<file path="config.mk">
export PLATFORM = sky130hd
export DESIGN_NAME = crc16_frame_builder_flat
export DESIGN_NICKNAME = d
export VERILOG_FILES = /design/src/design/crcfb_pkg.sv /design/src/design/crcfb_in_if.sv /design/src/design/crcfb_out_if.sv /design/src/design/crcfb_front.sv /design/src/design/crcfb_queue.sv /design/src/design/crcfb_back.sv /design/src/design/crc16_frame_builder.sv /design/src/flat_wrapper.sv
export SDC_FILE = /design/constraint.sdc
export NUM_CORES = 1
export LEC_CHECK = 0
export BUFFER_PORTS_ARGS = -buffer_cell sky130_fd_sc_hd__buf_2
export CELL_PAD_IN_SITES_DETAIL_PLACEMENT = 1
export CELL_PAD_IN_SITES_GLOBAL_PLACEMENT = 1
export CORE_MARGIN = 5
export CORE_UTILIZATION = 30
export CTS_CLUSTER_SIZE = 40
export DETAILED_ROUTE_END_ITERATION = 8
export GPL_TIMING_DRIVEN = 0
export PLACE_DENSITY_LB_ADDON = 0.1
export REMOVE_ABC_BUFFERS = 1
export SLEW_MARGIN = 10
export SYNTH_ARGS = -nofsm -noshare
export SYNTH_HDL_FRONTEND = slang
export SYNTH_SLANG_ARGS = --single-unit
</file>
<file path="constraint.sdc">
create_clock -name clk -period 4.6 [get_ports clk]
set_input_delay 0.23 -clock clk [delete_from_list [all_inputs] [get_ports clk]]
set_output_delay 0.23 -clock clk [all_outputs]
set_load 0.01 [all_outputs]
</file>
<file path="src/design/crcfb_pkg.sv">
// ----------------------------------------------------------------------------
// crcfb_pkg
// Shared types, constants and the CRC byte update for the CRC16 frame builder.
// ----------------------------------------------------------------------------
package crcfb_pkg;

  localparam logic [15:0] CRC_INIT    = 16'hFFFF;
  localparam logic [15:0] CRC_POLY    = 16'h1021;
  localparam logic [7:0]  HEAD_RESET  = 8'hA5;
  localparam int unsigned MAX_PAYLOAD = 32;  // legal range 1..63
  localparam int unsigned QUEUE_DEPTH = 4;

  // request mode codes
  localparam logic MODE_START = 1'b0;
  localparam logic MODE_DATA  = 1'b1;

  typedef enum logic {
    JOB_START,
    JOB_DATA
  } crcfb_kind_t;

  // one unit of work handed from the front end to the serializer
  typedef struct packed {
    crcfb_kind_t kind;
    logic [7:0]  b0;        // command id or payload byte
    logic [7:0]  b1;        // length (start only)
    logic [15:0] crc;       // running CRC after this request
    logic        with_crc;  // frame closes with this request
  } crcfb_job_t;

  // CRC16-CCITT, MSB first, one byte per call
  function automatic logic [15:0] crc_feed(input logic [15:0] crc, input logic [7:0] b);
    logic [15:0] c;
    c = crc ^ {b, 8'h00};
    for (int k = 0; k < 8; k++) begin
      c = c[15] ? ({c[14:0], 1'b0} ^ CRC_POLY) : {c[14:0], 1'b0};
    end
    return c;
  endfunction

endpackage

</file>
<file path="src/design/crcfb_in_if.sv">
// ----------------------------------------------------------------------------
// crcfb_in_if
// Request channel: start (command, length) or one payload byte.
// ----------------------------------------------------------------------------
interface crcfb_in_if;
  logic       valid;
  logic       ready;
  logic       mode;
  logic [7:0] command_id;
  logic [7:0] length;
  logic [7:0] data_byte;

  modport source (output valid, mode, command_id, length, data_byte, input ready);
  modport sink   (input valid, mode, command_id, length, data_byte, output ready);
endinterface

</file>
<file path="src/design/crcfb_out_if.sv">
// ----------------------------------------------------------------------------
// crcfb_out_if
// Frame byte channel toward the link.
// ----------------------------------------------------------------------------
interface crcfb_out_if;
  logic       valid;
  logic       ready;
  logic [7:0] frame_byte;
  logic       frame_end;

  modport source (output valid, frame_byte, frame_end, input ready);
  modport sink   (input valid, frame_byte, frame_end, output ready);
endinterface

</file>
<file path="src/design/crcfb_front.sv">
// ----------------------------------------------------------------------------
// crcfb_front
// Accepts requests, tracks the open frame and the running CRC, queues jobs.
// ----------------------------------------------------------------------------
module crcfb_front (
  input  logic               clk,
  input  logic               rst,
  crcfb_in_if.sink           item,
  input  logic               queue_full,
  output logic               push,
  output crcfb_pkg::crcfb_job_t push_job
);
  import crcfb_pkg::*;

  // stage 1: registered request, CRC of the command id precomputed
  logic        s1_valid;
  logic        s1_mode;
  logic [7:0]  s1_cmd;
  logic [7:0]  s1_len;
  logic [7:0]  s1_dat;
  logic [15:0] s1_crc_cmd;

  // frame state
  logic [15:0] running_crc, running_crc_next;
  logic [5:0]  bytes_left, bytes_left_next;
  logic        frame_open, frame_open_next;

  logic        advance;
  logic [15:0] crc_new;
  logic [5:0]  left_dec;

  assign advance    = s1_valid && !queue_full;
  assign item.ready = !s1_valid || advance;

  always_ff @(posedge clk) begin
    if (rst) begin
      s1_valid <= 1'b0;
    end else if (item.ready) begin
      s1_valid <= item.valid;
    end
  end

  always_ff @(posedge clk) begin
    if (item.ready && item.valid) begin
      s1_mode    <= item.mode;
      s1_cmd     <= item.command_id;
      s1_len     <= item.length;
      s1_dat     <= item.data_byte;
      s1_crc_cmd <= crc_feed(CRC_INIT, item.command_id);
    end
  end

  // stage 2: classify and update state
  assign crc_new  = (s1_mode == MODE_START) ? crc_feed(s1_crc_cmd, s1_len)
                                            : crc_feed(running_crc, s1_dat);
  assign left_dec = bytes_left - 6'd1;

  always_comb begin
    push              = 1'b0;
    push_job.kind     = JOB_DATA;
    push_job.b0       = s1_dat;
    push_job.b1       = s1_len;
    push_job.crc      = crc_new;
    push_job.with_crc = 1'b0;
    running_crc_next  = running_crc;
    bytes_left_next   = bytes_left;
    frame_open_next   = frame_open;
    if (advance) begin
      if (s1_mode == MODE_START) begin
        if (s1_len <= 8'(MAX_PAYLOAD)) begin
          push              = 1'b1;
          push_job.kind     = JOB_START;
          push_job.b0       = s1_cmd;
          push_job.with_crc = (s1_len == 8'd0);
          running_crc_next  = crc_new;
          bytes_left_next   = s1_len[5:0];
          frame_open_next   = (s1_len != 8'd0);
        end
      end else if (frame_open) begin
        push              = 1'b1;
        push_job.with_crc = (left_dec == 6'd0);
        running_crc_next  = crc_new;
        bytes_left_next   = left_dec;
        frame_open_next   = (left_dec != 6'd0);
      end
    end
  end

  always_ff @(posedge clk) begin
    if (rst) begin
      running_crc <= CRC_INIT;
      bytes_left  <= 6'd0;
      frame_open  <= 1'b0;
    end else begin
      running_crc <= running_crc_next;
      bytes_left  <= bytes_left_next;
      frame_open  <= frame_open_next;
    end
  end

  a_open_matches_count: assert property (@(posedge clk) disable iff (rst)
    frame_open == (bytes_left != 6'd0))
    else $error("frame_open out of step with bytes_left");

  a_count_bounded: assert property (@(posedge clk) disable iff (rst)
    bytes_left <= 6'(MAX_PAYLOAD))
    else $error("bytes_left above maximum payload");

endmodule

</file>
<file path="src/design/crcfb_queue.sv">
// ----------------------------------------------------------------------------
// crcfb_queue
// Small job FIFO between the front end and the serializer.
// ----------------------------------------------------------------------------
module crcfb_queue #(
  parameter int unsigned Depth = crcfb_pkg::QUEUE_DEPTH
) (
  input  logic                  clk,
  input  logic                  rst,
  input  logic                  push,
  input  crcfb_pkg::crcfb_job_t push_job,
  output logic                  full,
  input  logic                  pop,
  output logic                  not_empty,
  output crcfb_pkg::crcfb_job_t head_job
);
  import crcfb_pkg::*;

  localparam int unsigned PtrW = (Depth > 1) ? $clog2(Depth) : 1;
  localparam int unsigned CntW = $clog2(Depth + 1);

  crcfb_job_t       entries [Depth];
  logic [PtrW-1:0]  wr_ptr;
  logic [PtrW-1:0]  rd_ptr;
  logic [CntW-1:0]  count;

  function automatic logic [PtrW-1:0] ptr_inc(input logic [PtrW-1:0] p);
    return (p == PtrW'(Depth - 1)) ? '0 : p + PtrW'(1);
  endfunction

  assign full      = (count == CntW'(Depth));
  assign not_empty = (count != '0);
  assign head_job  = entries[rd_ptr];

  always_ff @(posedge clk) begin
    if (push) begin
      entries[wr_ptr] <= push_job;
    end
  end

  always_ff @(posedge clk) begin
    if (rst) begin
      wr_ptr <= '0;
      rd_ptr <= '0;
      count  <= '0;
    end else begin
      if (push) wr_ptr <= ptr_inc(wr_ptr);
      if (pop)  rd_ptr <= ptr_inc(rd_ptr);
      case ({push, pop})
        2'b10:   count <= count + CntW'(1);
        2'b01:   count <= count - CntW'(1);
        default: count <= count;
      endcase
    end
  end

  a_no_overflow: assert property (@(posedge clk) disable iff (rst)
    count <= CntW'(Depth))
    else $error("job queue count above depth");

endmodule

</file>
<file path="src/design/crcfb_back.sv">
// ----------------------------------------------------------------------------
// crcfb_back
// Serializer: expands each job into frame bytes, one byte per cycle while the link is ready.
// ----------------------------------------------------------------------------
module crcfb_back (
  input  logic                  clk,
  input  logic                  rst,
  input  logic [7:0]            head_byte,
  input  logic                  not_empty,
  input  crcfb_pkg::crcfb_job_t head_job,
  output logic                  pop,
  crcfb_out_if.source           frame
);
  import crcfb_pkg::*;

  logic       job_active;
  logic [7:0] job_bytes [5];
  logic [2:0] job_count;   // bytes remaining after the current one
  logic       job_crc;

  logic       out_valid;
  logic [7:0] out_byte;
  logic       out_end;

  logic       emit;
  logic       last;

  assign emit = job_active && (!out_valid || frame.ready);
  assign last = (job_count == 3'd0);
  assign pop  = not_empty && (!job_active || (emit && last));

  always_ff @(posedge clk) begin
    if (rst) begin
      job_active <= 1'b0;
      out_valid  <= 1'b0;
    end else begin
      if (pop) begin
        job_active <= 1'b1;
      end else if (emit && last) begin
        job_active <= 1'b0;
      end
      if (emit) begin
        out_valid <= 1'b1;
      end else if (frame.ready) begin
        out_valid <= 1'b0;
      end
    end
  end

  always_ff @(posedge clk) begin
    if (emit) begin
      out_byte <= job_bytes[0];
      out_end  <= job_crc && last;
    end
    if (pop) begin
      job_crc <= head_job.with_crc;
      if (head_job.kind == JOB_START) begin
        job_bytes[0] <= head_byte;
        job_bytes[1] <= head_job.b0;
        job_bytes[2] <= head_job.b1;
        job_bytes[3] <= head_job.crc[7:0];
        job_bytes[4] <= head_job.crc[15:8];
        job_count    <= head_job.with_crc ? 3'd4 : 3'd2;
      end else begin
        job_bytes[0] <= head_job.b0;
        job_bytes[1] <= head_job.crc[7:0];
        job_bytes[2] <= head_job.crc[15:8];
        job_bytes[3] <= 8'h00;
        job_bytes[4] <= 8'h00;
        job_count    <= head_job.with_crc ? 3'd2 : 3'd0;
      end
    end else if (emit) begin
      for (int i = 0; i < 4; i++) begin
        job_bytes[i] <= job_bytes[i+1];
      end
      job_bytes[4] <= 8'h00;
      job_count    <= job_count - 3'd1;
    end
  end

  assign frame.valid      = out_valid;
  assign frame.frame_byte = out_byte;
  assign frame.frame_end  = out_end;

  a_pop_starts_job: assert property (@(posedge clk) disable iff (rst)
    pop |=> job_active)
    else $error("job not active after pop");

  a_count_range: assert property (@(posedge clk) disable iff (rst)
    job_active |-> job_count <= 3'd4)
    else $error("serializer byte count out of range");

endmodule

</file>
<file path="src/design/crc16_frame_builder.sv">
// ----------------------------------------------------------------------------
// crc16_frame_builder
// Frame builder: head, command, length, payload, CRC16-CCITT low and high.
// ----------------------------------------------------------------------------
// A start request (mode 0) opens a frame and yields the head byte, command id
// and length; with length zero it also closes the frame with the CRC. Each
// payload request (mode 1) inside an open frame is echoed, and the last one
// is followed by CRC low then CRC high (frame_end set on CRC high). Starts
// with length above the maximum, and payload bytes with no frame open, are
// dropped without output. A legal-length start during an open frame abandons
// it. The CRC (init 0xFFFF, poly 0x1021, MSB first, no final XOR) covers
// command id, length and payload. Rate: a request is taken every cycle while
// the job queue has room; it is queued via the stage 1 register, and its
// first frame byte leaves from the serializer's output register. The output
// port moves one byte per cycle while the link is ready, so a start costs 3
// bytes (5 with CRC) and a payload byte 1 (3 with CRC) at the single byte-wide
// output register, which sets the sustained rate. No clearing pass after reset.
// ----------------------------------------------------------------------------
module crc16_frame_builder #(
  parameter int unsigned QueueDepth = crcfb_pkg::QUEUE_DEPTH
) (
  input  logic       clk,
  input  logic       rst,
  input  logic       cfg_we,
  input  logic [7:0] cfg_wdata,
  crcfb_in_if.sink   item,
  crcfb_out_if.source frame
);
  import crcfb_pkg::*;

  // head marker register; the user must write it only while idle, the block does not enforce it
  logic [7:0] head_byte;

  // front end to queue
  logic       push;
  crcfb_job_t push_job;
  logic       queue_full;

  // queue to serializer
  logic       pop;
  logic       not_empty;
  crcfb_job_t head_job;

  always_ff @(posedge clk) begin
    if (rst) begin
      head_byte <= HEAD_RESET;
    end else if (cfg_we) begin
      head_byte <= cfg_wdata;
    end
  end

  // front: request register, classification, CRC and frame state
  crcfb_front u_front (
    .clk        (clk),
    .rst        (rst),
    .item       (item),
    .queue_full (queue_full),
    .push       (push),
    .push_job   (push_job)
  );

  // decouples request intake from byte output
  crcfb_queue #(
    .Depth (QueueDepth)
  ) u_queue (
    .clk       (clk),
    .rst       (rst),
    .push      (push),
    .push_job  (push_job),
    .full      (queue_full),
    .pop       (pop),
    .not_empty (not_empty),
    .head_job  (head_job)
  );

  // back: byte serializer with registered output
  crcfb_back u_back (
    .clk       (clk),
    .rst       (rst),
    .head_byte (head_byte),
    .not_empty (not_empty),
    .head_job  (head_job),
    .pop       (pop),
    .frame     (frame)
  );

endmodule

</file>
<file path="src/flat_wrapper.sv">
// flat-port wrapper written by rule: the top's interface ports become plain ports
module crc16_frame_builder_flat import crcfb_pkg::*;
#(
  parameter int unsigned QueueDepth = crcfb_pkg::QUEUE_DEPTH
)
  (clk, rst, cfg_we, cfg_wdata, item_valid, item_mode, item_command_id, item_length, item_data_byte, item_ready, frame_valid, frame_frame_byte, frame_frame_end, frame_ready);
  crcfb_in_if item_i ();
  crcfb_out_if frame_i ();
  input  logic clk;
  input  logic rst;
  input  logic cfg_we;
  input  logic [7:0] cfg_wdata;
  input wire logic [$bits(item_i.valid)-1:0] item_valid;
  input wire logic [$bits(item_i.mode)-1:0] item_mode;
  input wire logic [$bits(item_i.command_id)-1:0] item_command_id;
  input wire logic [$bits(item_i.length)-1:0] item_length;
  input wire logic [$bits(item_i.data_byte)-1:0] item_data_byte;
  output wire logic [$bits(item_i.ready)-1:0] item_ready;
  output wire logic [$bits(frame_i.valid)-1:0] frame_valid;
  output wire logic [$bits(frame_i.frame_byte)-1:0] frame_frame_byte;
  output wire logic [$bits(frame_i.frame_end)-1:0] frame_frame_end;
  input wire logic [$bits(frame_i.ready)-1:0] frame_ready;
  assign item_i.valid = item_valid;
  assign item_i.mode = item_mode;
  assign item_i.command_id = item_command_id;
  assign item_i.length = item_length;
  assign item_i.data_byte = item_data_byte;
  assign item_ready = item_i.ready;
  assign frame_valid = frame_i.valid;
  assign frame_frame_byte = frame_i.frame_byte;
  assign frame_frame_end = frame_i.frame_end;
  assign frame_i.ready = frame_ready;
  crc16_frame_builder #(.QueueDepth(QueueDepth)) u_core (.clk(clk), .rst(rst), .cfg_we(cfg_we), .cfg_wdata(cfg_wdata), .item(item_i), .frame(frame_i));
endmodule
</file>
# After elaboration in Yosys (flattened, before gate mapping)
# Memory sizes are Yosys's and may differ from the RTL's. A register that Yosys moved wholly into a read port is not among the register bits.
# Cells that the tools add are included.
# Widths: inputs -> output; s select.
dict set report op_classes {
  reduce_logical 26
  n_addsub 6
  eq_ne 6
  magnitude_cmp 1
  mux 80
  n_bitwise 37
}
# operator count
set ops {}
lappend ops {{$mux 13} 24}
lappend ops {{$mux 8} 10}
lappend ops {{$not 3->3} 24}
lappend ops {{$mux 16} 4}
lappend ops {{$xor 16x16->16} 2}
lappend ops {{$mux 9} 3}
lappend ops {{$mux 1} 26}
lappend ops {{$mux 6} 3}
lappend ops {{$not 16->16} 1}
lappend ops {{$mux 3} 4}
lappend ops {{$mux 2} 5}
lappend ops {{$or 1x1->1} 10}
lappend ops {{$reduce_bool 2->1} 5}
lappend ops {{$le 8x6->1 const B} 1}
lappend ops {{$logic_not 8->1} 1}
lappend ops {{$reduce_bool 8->1} 1}
lappend ops {{$eq 2x2->1 const B} 3}
lappend ops {{$logic_and 1x1->1} 6}
lappend ops {{$logic_not 6->1} 1}
lappend ops {{$pmux 3 s2} 1}
lappend ops {{$reduce_bool 6->1} 1}
lappend ops {{$sub 3x1->3 const B} 2}
lappend ops {{$sub 6x1->6 const B} 1}
lappend ops {{$add 2x1->2 const B} 2}
lappend ops {{other kinds (10)} 15}
dict set report word_totals {
  ram_bits 176
  output_inout_bits 11
  inputBits 38
  word_cells 177
  regBits 87
  mem_count 2
}
# name depth word_bits read_ports rd_ports_with_merged_regs wr line_no
set memory_table {}
lappend memory_table {u_core.u_queue.entries 4 34 1 1 1 crcfb_queue.sv:22} ;# crcfb_job_t entries [Depth];
lappend memory_table {u_core.u_back.job_bytes 5 8 5 1 5 crcfb_back.sv:17} ;# logic [7:0] job_bytes [5];

# Depth between registers and ports, before layout
# Gate-level depths: netlist of run 1.
dict set report depth {
  ltp_word 20
  ltp_mapped 11
  depth_no_buf 11
}

# Modules after synthesis
# From an unflattened synthesis of run 1, not the netlist that was laid out.
dict set report unflattened {
  hier_cells 711
  hier_area_um2 11458.5
}
# mod cells_per_inst seq_area_each_um2 n_inst area_per_inst_um2
set by_module_without_submodules {}
lappend by_module_without_submodules {crcfb_queue 226 4264.1 1 5403.9}
lappend by_module_without_submodules {crcfb_front 277 1681.6 1 3278.1}
lappend by_module_without_submodules {crcfb_back 182 1631.6 1 2479.9}
lappend by_module_without_submodules {crc16_frame_builder 26 160.2 1 296.5}

# Worst setup path before layout of run 1
# No wires, ideal clock.
dict set report synth_timing {
  kind {flip-flop to flip-flop}
  startpoint {reg u_core.u_front.s1_len[4]}
  endpoint {mem u_core.u_queue.entries[3][0] in the netlist's numbering (enable)}
  setup_ns 0.425
  period_less_slack_ns 3.568
  path_stages_with_launch 8
  arrival_time_ns 3.143
  setup_slack_ns 1.032
  n_path_buf 2
  required_time_ns 4.175
  path_cell_list {edfxtp_1 -> or4_4 -> o211ai_2 -> and2_1 -> inv_2 -> buf_6 -> buf_2 -> nor2_1}
}
dict set report synth_via {
  elab_chain_len 6
}
# element line_no
set synth_rtl {}
lappend synth_rtl {{from (decl)} crcfb_front.sv:19} ;# logic [7:0] s1_len;
lappend synth_rtl {{from (signal assigned)} crcfb_front.sv:47} ;# s1_len <= item.length;
lappend synth_rtl {{$le 8x6->1} crcfb_front.sv:70} ;# if (s1_len <= 8'(MAX_PAYLOAD)) begin
lappend synth_rtl {{$mux 1} crcfb_front.sv:70}
lappend synth_rtl {{$mux 1} crcfb_front.sv:69} ;# if (s1_mode == MODE_START) begin
lappend synth_rtl {{$mux 1} crcfb_front.sv:68} ;# if (advance) begin
lappend synth_rtl {{$mux 1} crcfb_queue.sv:36} ;# if (push) begin
lappend synth_rtl {{$mux 1 (not written as such)} crcfb_queue.sv:37} ;# entries[wr_ptr] <= push_job;
lappend synth_rtl {{to (decl)} crcfb_queue.sv:22}
# No other way between the ends.

# Worst setup path after layout of run 1
dict set report layout_timing {
  startpoint {reg u_core.u_front.s1_mode}
  endpoint {reg u_core.u_queue.count[2]}
}
dict set report layout_via {
  elab_chain_len 4
  elab_cells_between_ends 6
  classes_between {eq/ne (2); mux (3); reduce/logical (1)}
}
# element line_no
set layout_rtl {}
lappend layout_rtl {{from (decl)} crcfb_front.sv:17} ;# logic s1_mode;
lappend layout_rtl {{from (signal assigned)} crcfb_front.sv:45} ;# s1_mode <= item.mode;
lappend layout_rtl {{$mux 1 *} crcfb_front.sv:69}
lappend layout_rtl {{$mux 1 *} crcfb_front.sv:68}
lappend layout_rtl {{$eq 2x1->1 or $eq 2x2->1 (tied branches)} crcfb_queue.sv:49} ;# case ({push, pop})
lappend layout_rtl {{$pmux 3 s2 or $reduce_bool 2->1 (tied branches)} --}
lappend layout_rtl {{to (signal assigned)} crcfb_queue.sv:50} ;# 2'b10: count <= count + CntW'(1);
lappend layout_rtl {{to (signal assigned)} crcfb_queue.sv:51} ;# 2'b01: count <= count - CntW'(1);
lappend layout_rtl {{to (signal assigned)} crcfb_queue.sv:52} ;# default: count <= count;
lappend layout_rtl {{to (decl)} crcfb_queue.sv:25} ;# logic [CntW-1:0] count;
# Mark *: on every way between the ends. The rest lies on a longest branch, timed or not.
# A chain may end at the register's enable or synchronous reset.

==> impl_metrics.csv, run 1 <==
group,metric,value,unit
worst_setup_path,slowest_stage,"edfxtp_1",
logic_synthesis,netlist-cell-type-count,52,
job,cap_violations,0,
logic_synthesis,synth_cells,724,
sta,skew,0.0185,ns
logic_synthesis,synthFlopType,"edfxtp_1",
logic_synthesis,synth-seq-cells,272,
cts,h-tree-depth,1,
global_route,grt_usage,12.7,%
floorplan,die_y,204,um
worst_setup_path,worst_path_largest_cell_delay,0.75,ns
floorplan,num_rows,71,
sta,tightest_slew,1.07,ns
final_layout,nFillCells,3810,
logic_synthesis,synth-xor-area-share,6.00,%
logic_synthesis,synth_top_family_by_area,"multiplexers",
placed_design,io_buffer_count,48,
floorplan,dieArea,41600,um2
sta,hold_viol,0,
worst_setup_path,cp-start-kind,"register",
power_and_ir_drop,net-switching-power,2.06,mW
global_route,grt_overflow,0,
logic_synthesis,synthMuxAreaShare,9.08,%
final_layout,post-route-util,36.4,%
floorplan,pin_count,49,
sta,fmax,0.249,GHz
sta,hold_slack,0.133,ns
power_and_ir_drop,p_seq_share,46.9,%
global_route,antenna_found_initial,0,
cts,cts_sinks,272,
floorplan,core,37400,um2
final_layout,drive_gt1_share,20.3,%
routing,wl,26200,um
power_and_ir_drop,power.share.combinational,21.1,%
sta,relSlewSlack,28.8,%
logic_synthesis,synth_edf_count,229,
floorplan,initial_core_util,30.2,%
power_and_ir_drop,peakVddDrop,278,uV
sta,finalSetupViolCount,0,
worst_setup_path,critPathMaxFanout,30,
cts,cts_tree,"yes",
power_and_ir_drop,p_leak,4.77,nW
placed_design,gp_congestion,0.720,
routing,dr.pass1.iters,4,
status,outcome,"finished clean",
routing,drtIter0Drc,183,
cts,post_cts_buffers,0,
power_and_ir_drop,powerDensity,541,nW/um2
worst_setup_path,critPathKind,"register to register",
floorplan,die_x,204,um
worst_setup_path,end_kind,"register",
routing,drc,0,
power_and_ir_drop,clkPwrFrac,32.0,%
worst_setup_path,cp.required,5.07,ns
cts,cts-root-buf,"clkbuf_16",
logic_synthesis,ys_seq_area_share,68.5,%
routing,avgRoutedWirePerCell,19.3,um
sta,period_needed,4.01,ns
routing,viasPerCell,4.58,
power_and_ir_drop,swShare,28.0,%
logic_synthesis,synthSimpleGateAreaFrac,6.48,%
logic_synthesis,synth_compound_area_share,6.56,%
sta,grt_setup_unrepaired,"no",
logic_synthesis,syn_area,11300,um2
routing,vias,6195,
routing,ant_nets,0,
final_layout,syn2layout_area_growth,20.4,%
power_and_ir_drop,internal_power,5.30,mW
worst_setup_path,worstPathArrival,4.48,ns
worst_hold_path,hold_path_class,"input port to register",
sta,drv_slew,0,
global_route,grt_pass1_vias,6792,
global_route,grt_max_degree,46,
worst_setup_path,crit_chain,"or3_1, a221oi_2, and2_2, inv_2, ha_1, fa_1, xnor2_1, or3_1, a21oi_1",
global_route,grt_pass1_wl,41000,um
final_layout,layout.nets,868,
cts,cts.clk_slew.worst_paths,0.06,ns
placed_design,dp_hpwl,17600,um
cts,cts_made_buffers,31,
worst_setup_path,crit_top_cell,"or3_1",
logic_synthesis,synthArstFlopShare,0,%
logic_synthesis,synth_fa_ha_area_share,1.40,%
sta,post-route-period-util,87.2,%
logic_synthesis,syn_avg_cell_area,15.6,um2
cts,insertion_delay,0.55,ns
cts,clockBufferDepth,3,
logic_synthesis,synth-warning-count,0,
==> layout make-up <==
class | instances | area (um2) | share of cell area, %
multi-input cells | 398 | 3370 | 24.8
clock inverters | 15 | 130 | 0.956
flip-flops and latches | 272 | 7740 | 56.9
diodes | 1 | 2.50 | 0.0184
well taps | 511 | 639 | 4.70
inverters | 19 | 71.3 | 0.524
clock buffers | 42 | 847 | 6.22
repair buffers | 96 | 802 | 5.89
==> cells in the final DEF, fill, tap and decap left out, drive strengths merged, types with 3 or more instances in the layout <==
| cell type | count |
|---|---|
| mux4 | 33 |
| xnor3 | 10 |
| clkbuf | 42 |
| a31oi | 17 |
| nor2b | 7 |
| xnor2 | 30 |
| nand2 | 51 |
| or3 | 4 |
| nand2b | 3 |
| a21o | 10 |
| mux2 | 10 |
| dfxtp | 43 |
| ha | 11 |
| buf | 61 |
| clkinv | 11 |
| o211ai | 4 |
| dlygate4sd3 | 35 |
| nand3 | 6 |
| nor2 | 55 |
| a21oi | 30 |
| o21bai | 5 |
| o21ai | 9 |
| nor3 | 9 |
| a22o | 16 |
| inv | 19 |
| xor2 | 19 |
| edfxtp | 229 |
| and3 | 11 |
| and2 | 6 |
| a211o | 8 |
| mux2i | 17 |
==> power groups by stage <==
| stage | Sequential, mW | Clock, mW | Combinational [mW] |
|---|---|---|---|
| 2_1_floorplan | 3.45 | 0 | 1.03 |
| 6_report | 3.45 | 2.36 | 1.55 |
| 3_5_place_dp | 3.51 | 0 | 1.57 |
| 4_1_cts | 3.46 | 2.45 | 1.61 |
| 3_3_place_gp | 3.54 | 0 | 1.43 |
| 5_1_grt | 3.50 | 2.56 | 1.73 |
==> final timing paths <==
| path | startpoint | slack (ns) | end | cells after the start |
|---|---|---|---|---|
| worst min register to register | u_core.u_back.job_bytes[0][2] | 0.42 | u_core.u_back.frame.frame_byte[2] | 0 |
| worst max register to register | u_core.u_front.s1_mode | 0.59 | u_core.u_queue.count[2] | 9 |
| worst max-delay path | u_core.u_front.s1_mode | 0.59 | u_core.u_queue.count[2] | 9 |
| worst min-delay path | cfg_we | 0.13 | u_core.head_byte[3] | 3 |
==> repair_timing <==
item                                   4_1_cts  5_1_grt
resized for setup                            0        1
setup endpoints to repair                    0        1
hold buffers                                35        0
endpoints found under the hold margin       41        0
==> kinds of logic after synthesis <==
| group | after synthesis |
|---|---|
| xor+xnor | 60 |
| flops | 272 |
| mux | 60 |
| buf+inv | 54 |
| compound gates | 107 |
| fa+ha+maj | 12 |
| simple gates | 159 |
==> flip-flops by register name, summed over array words and instances, names as in the netlist, 15 cells and up, named ones only <==
| register | count |
|---|---|
| u_core.u_back.job_bytes | 40 |
| u_core.u_front.running_crc | 16 |
| u_core.u_front.s1_crc_cmd | 15 |
| u_core.u_queue.entries | 136 |
==> Yosys cell counts (2+ instances only) <==
cell | n | share of area, %
edfxtp_1 | 229 | 61
nor2_1 | 55 | 1.8
nand2_1 | 51 | 1.7
dfxtp_1 | 43 | 7.6
mux4_2 | 33 | 6.6
xnor2_1 | 30 | 2.3
a21oi_1 | 29 | 1.3
clkbuf_1 | 24 | 0.80
xor2_1 | 19 | 1.5
inv_1 | 18 | 0.60
a31oi_1 | 17 | 0.94
mux2i_1 | 17 | 1.5
a22o_1 | 16 | 1.2
and3_1 | 11 | 0.61
ha_1 | 11 | 1.2
a21o_1 | 10 | 0.66
mux2_2 | 10 | 1.0
xnor3_1 | 10 | 2.0
nor3_1 | 9 | 0.40
a211o_1 | 8 | 0.62
buf_2 | 8 | 0.35
o21ai_0 | 8 | 0.35
nor2b_1 | 7 | 0.39
nand3_1 | 6 | 0.27
o21bai_1 | 5 | 0.33
and2_1 | 4 | 0.22
or3_1 | 4 | 0.22
nand2b_1 | 3 | 0.17
o211ai_1 | 3 | 0.20
a21bo_2 | 2 | 0.18
and2_0 | 2 | 0.11
buf_4 | 2 | 0.13
==> metrics by stage <==
step	worst slack (ns)	cell area (um2)	setup TNS, ns	total power [mW]	instances
3_3_place_gp	-1.92	12000	-94.00	4.97	1248
4_1_cts	0.103	13600	0	7.52	1353
2_1_floorplan	0.571	11100	0	4.48	689
3_5_place_dp	0.137	12300	0	5.09	1261
5_1_grt	0.367	13600	0	7.78	1353
6_report	0.589	13600	0	7.36	1354
==> metal layers <==
| layer | GRT usage (%) | vias up | wire [um] |
|---|---|---|---|
| li1 | - | 2924 | - |
| met1 | 16.8 | 3153 | 11900 |
| met2 | 22.2 | 87 | 12900 |
| met3 | 1.95 | 31 | 890 |
| met4 | 2.80 | 0 | 434 |
| met5 | 0 | - | 0 |
==> critical path, delay by kind of cell, from the launching register on <==
family                     cells  cell delay [ns]
and+or+nand+nor                3             1.36
adders and majority gates      2             0.79
DFF                            1             0.75
AOI/OAI and AO/OA              2             0.49
buffers and inverters          1             0.39
xor gates and xnor gates       1             0.14
(Power assumes the default switching activity.)
==> run 2: changes to the inputs <==
--- a/config.mk
+++ b/config.mk
@@ -5,6 +5,7 @@
 export SDC_FILE = /design/constraint.sdc
 export NUM_CORES = 1
 export LEC_CHECK = 0
+export ABC_AREA = 1
 export BUFFER_PORTS_ARGS = -buffer_cell sky130_fd_sc_hd__buf_2
 export CELL_PAD_IN_SITES_DETAIL_PLACEMENT = 1
 export CELL_PAD_IN_SITES_GLOBAL_PLACEMENT = 1
==> run 2 against run 1 <==
Net effect: clock skew fell by 0.0079 ns; combinational power increased by 57%; highest routed layer unchanged; synthesized area is 2.1% higher; cell count up 21%; sequential cell count stayed put; critical path type unchanged; sequential share of layout area fell by 0.53 points; clock-buffer cell count grew 3; critical path depth increased by 1; worst setup slack improved by 0.46 ns.
==> impl_metrics.csv, run 2 <==
group,metric,value,unit
worst_setup_path,critPathMaxFanout,35,
final_layout,largestRegisters,"u_core.u_queue.entries: 136 flops, u_core.u_back.job_bytes: 40 flops, u_core.u_front.running_crc: 16 flops",
final_layout,top_register,"u_core.u_queue.entries",
placed_design,io_buffer_count,48,
sta,tightest_slew,1.08,ns
worst_setup_path,end_kind,"register",
final_layout,post-route-util,36.3,%
cts,h-tree-depth,1,
final_layout,final_common_cell,"nand2_1",
sta,finalSetupViolCount,0,
logic_synthesis,synth_edf_count,229,
sta,hold_viol,0,
cts,cts_made_buffers,31,
final_layout,largest_reg_flops,136,
routing,avgRoutedWirePerCell,18.1,um
placed_design,place_inst,1537,
power_and_ir_drop,net-switching-power,2.87,mW
placed_design,gp_congestion,0.726,
floorplan,core,37800,um2
global_route,grt_overflow,0,
final_layout,fin_cells,1632,
power_and_ir_drop,clkPwrFrac,29.2,%
logic_synthesis,synth_common_cells,"nand2_1 (250), edfxtp_1 (229), nor2_1 (82)",
logic_synthesis,synth_most_common_cell,"nand2_1",
logic_synthesis,synth.area.top_cells,"edfxtp_1 (60%), nand2_1 (8.1%), dfxtp_1 (7.5%)",
cts,cts-root-buf,"clkbuf_16",
power_and_ir_drop,internal_power,5.63,mW
sta,skew,0.0106,ns
sta,drv_slew,0,
floorplan,num_rows,71,
routing,drc,0,
floorplan,die_y,206,um
cts,post_cts_buffers,0,
placed_design,placed_area,12300,um2
sta,relSlewSlack,28.2,%
placed_design,dp_slack,0.996,ns
worst_setup_path,worstPathArrival,4.04,ns
logic_synthesis,synth-warning-count,0,
final_layout,drive_gt1_share,11.7,%
logic_synthesis,syn_avg_cell_area,11.4,um2
sta,tns,0,ns
cts,cts.clk_slew.worst_paths,0.06,ns
logic_synthesis,synth_top_cell_by_area,"edfxtp_1",
sta,period_needed,3.55,ns
floorplan,dieArea,42500,um2
power_and_ir_drop,p_seq_share,42.1,%
cts,cts_resized,0,
logic_synthesis,synthFlopType,"edfxtp_1",
worst_setup_path,cp.required,5.09,ns
placed_design,dp_hpwl,18700,um
power_and_ir_drop,swShare,33.8,%
routing,vias,7425,
logic_synthesis,synth_cells,1016,
cts,cts_tree,"yes",
routing,viasPerCell,4.55,
floorplan,die_x,206,um
sta,grt_setup_unrepaired,"no",
final_layout,nFillCells,4173,
power_and_ir_drop,power.share.combinational,28.7,%
logic_synthesis,ys_seq_area_share,67.0,%
sta,fin_ws,1.05,ns
worst_hold_path,hold_path_class,"input port to register",
final_layout,syn2layout_area_growth,19.0,%
final_layout,layout_common_cells,"nand2_1 (250), edfxtp_1 (229), nor2_1 (78)",
floorplan,initial_core_util,30.5,%
logic_synthesis,syn_area,11500,um2
power_and_ir_drop,powerDensity,619,nW/um2
cts,clockBufferDepth,3,
sta,hold_slack,0.0729,ns
logic_synthesis,netlist.area_leader.share,59.6,%
sta,post-route-period-util,77.1,%
routing,drtIter0Drc,222,
logic_synthesis,synth-seq-cells,272,
floorplan,pin_count,49,
power_and_ir_drop,power,8.50,mW
global_route,grt_pass1_wl,45700,um
routing,ant_nets,0,
global_route,grt_usage,14.0,%
power_and_ir_drop,peakVddDrop,305,uV
routing,dr.pass1.iters,4,
worst_setup_path,cp-start-kind,"register",
logic_synthesis,netlist-cell-type-count,42,
job,cap_violations,0,
final_layout,finish.instance_area,13700,um2
cts,cts_sinks,272,
routing,wl,29500,um
sta,fmax,0.282,GHz
global_route,antenna_found_initial,1,
status,outcome,"finished clean",
global_route,grt_pass1_vias,7715,
cts,insertion_delay,0.56,ns
power_and_ir_drop,p_leak,5.14,nW
final_layout,num_antenna_cells,0,
worst_setup_path,critPathKind,"register to register",
logic_synthesis,synthArstFlopShare,0,%
global_route,grt_max_degree,70,
final_layout,layout.nets,1148,
## run 2: changes by cell type in the layout (fill, tap and decap cells not counted), moves of 16 or more
cell,previous run,this run
mux2i_1,17,0
a21oi_1,29,61
mux4_2,33,0
o22ai_1,0,17
nand3_1,6,57
o21ai_0,8,62
nand2_1,50,250
a32o_1,0,16
a31oi_1,16,0
inv_1,18,54
nor2_1,53,78
## run 2: cell type report
class / instances / area, um2 / share of cell area [%]
clock inverters: 11 / 178 / 1.29
multi-input cells: 638 / 3350 / 24.4
clock buffers: 45 / 828 / 6.03
flip-flops and latches: 272 / 7740 / 56.4
well taps: 511 / 639 / 4.66
inverters: 62 / 244 / 1.78
repair buffers: 93 / 758 / 5.52
## run 2: cells by family after synthesis
| family | count (synthesis) | synth area share [%] |
|---|---|---|
| multiplexers | 7 | 0.683 |
| flip-flops | 272 | 67.0 |
| XOR/XNOR | 36 | 2.80 |
| AND/OR/NAND/NOR | 413 | 15.1 |
| buffers and inverters | 106 | 4.33 |
| AO/OA/AOI/OAI | 170 | 8.69 |
| adder cells (fa/ha/maj) | 12 | 1.37 |
## run 2: what timing repair did
action                                 4_1_cts  5_1_grt
hold buffers                                39        0
endpoints found under the hold margin       40        0
setup endpoints to repair                    0        0
## run 2: layer usage
layer	routed length [um]	track usage, %	vias up
li1	-	-	3696
met1	14200	19.3	3601
met2	13800	23.5	89
met3	859	2.17	39
met4	630	2.97	0
met5	0	0	-
## run 2: worst paths after layout
path,from,end,cells after the start,slack [ns]
worst max register to register,u_core.u_front.s1_mode,u_core.u_queue.count[2],10,1.05
worst min-delay path,cfg_we,u_core.head_byte[6],3,0.07
worst min register to register,u_core.u_back.job_bytes[0][6],u_core.u_back.frame.frame_byte[6],0,0.42
worst max-delay path,u_core.u_front.s1_mode,u_core.u_queue.count[2],10,1.05
## run 2: critical path: stages (launching register included)
cell and delay, ns:
edfxtp_1 0.71, inv_1 0.86, nor2_1 0.08, inv_1 0.14
nand2_4 0.31, ha_1 0.38, fa_1 0.45, a21oi_1 0.14
o21a_1 0.16, o21ai_0 0.08, a21oi_1 0.16
## run 2: power by group through the flow
| stage | combinational (mW) | clock, mW | sequential, mW |
|---|---|---|---|
| after CTS | 2.51 | 2.57 | 3.59 |
| after global routing | 2.76 | 2.67 | 3.63 |
| after floorplan | 1.63 | 0 | 3.58 |
| final | 2.44 | 2.48 | 3.58 |
| after global placement | 2.35 | 0 | 3.67 |
| after detailed placement | 2.46 | 0 | 3.64 |
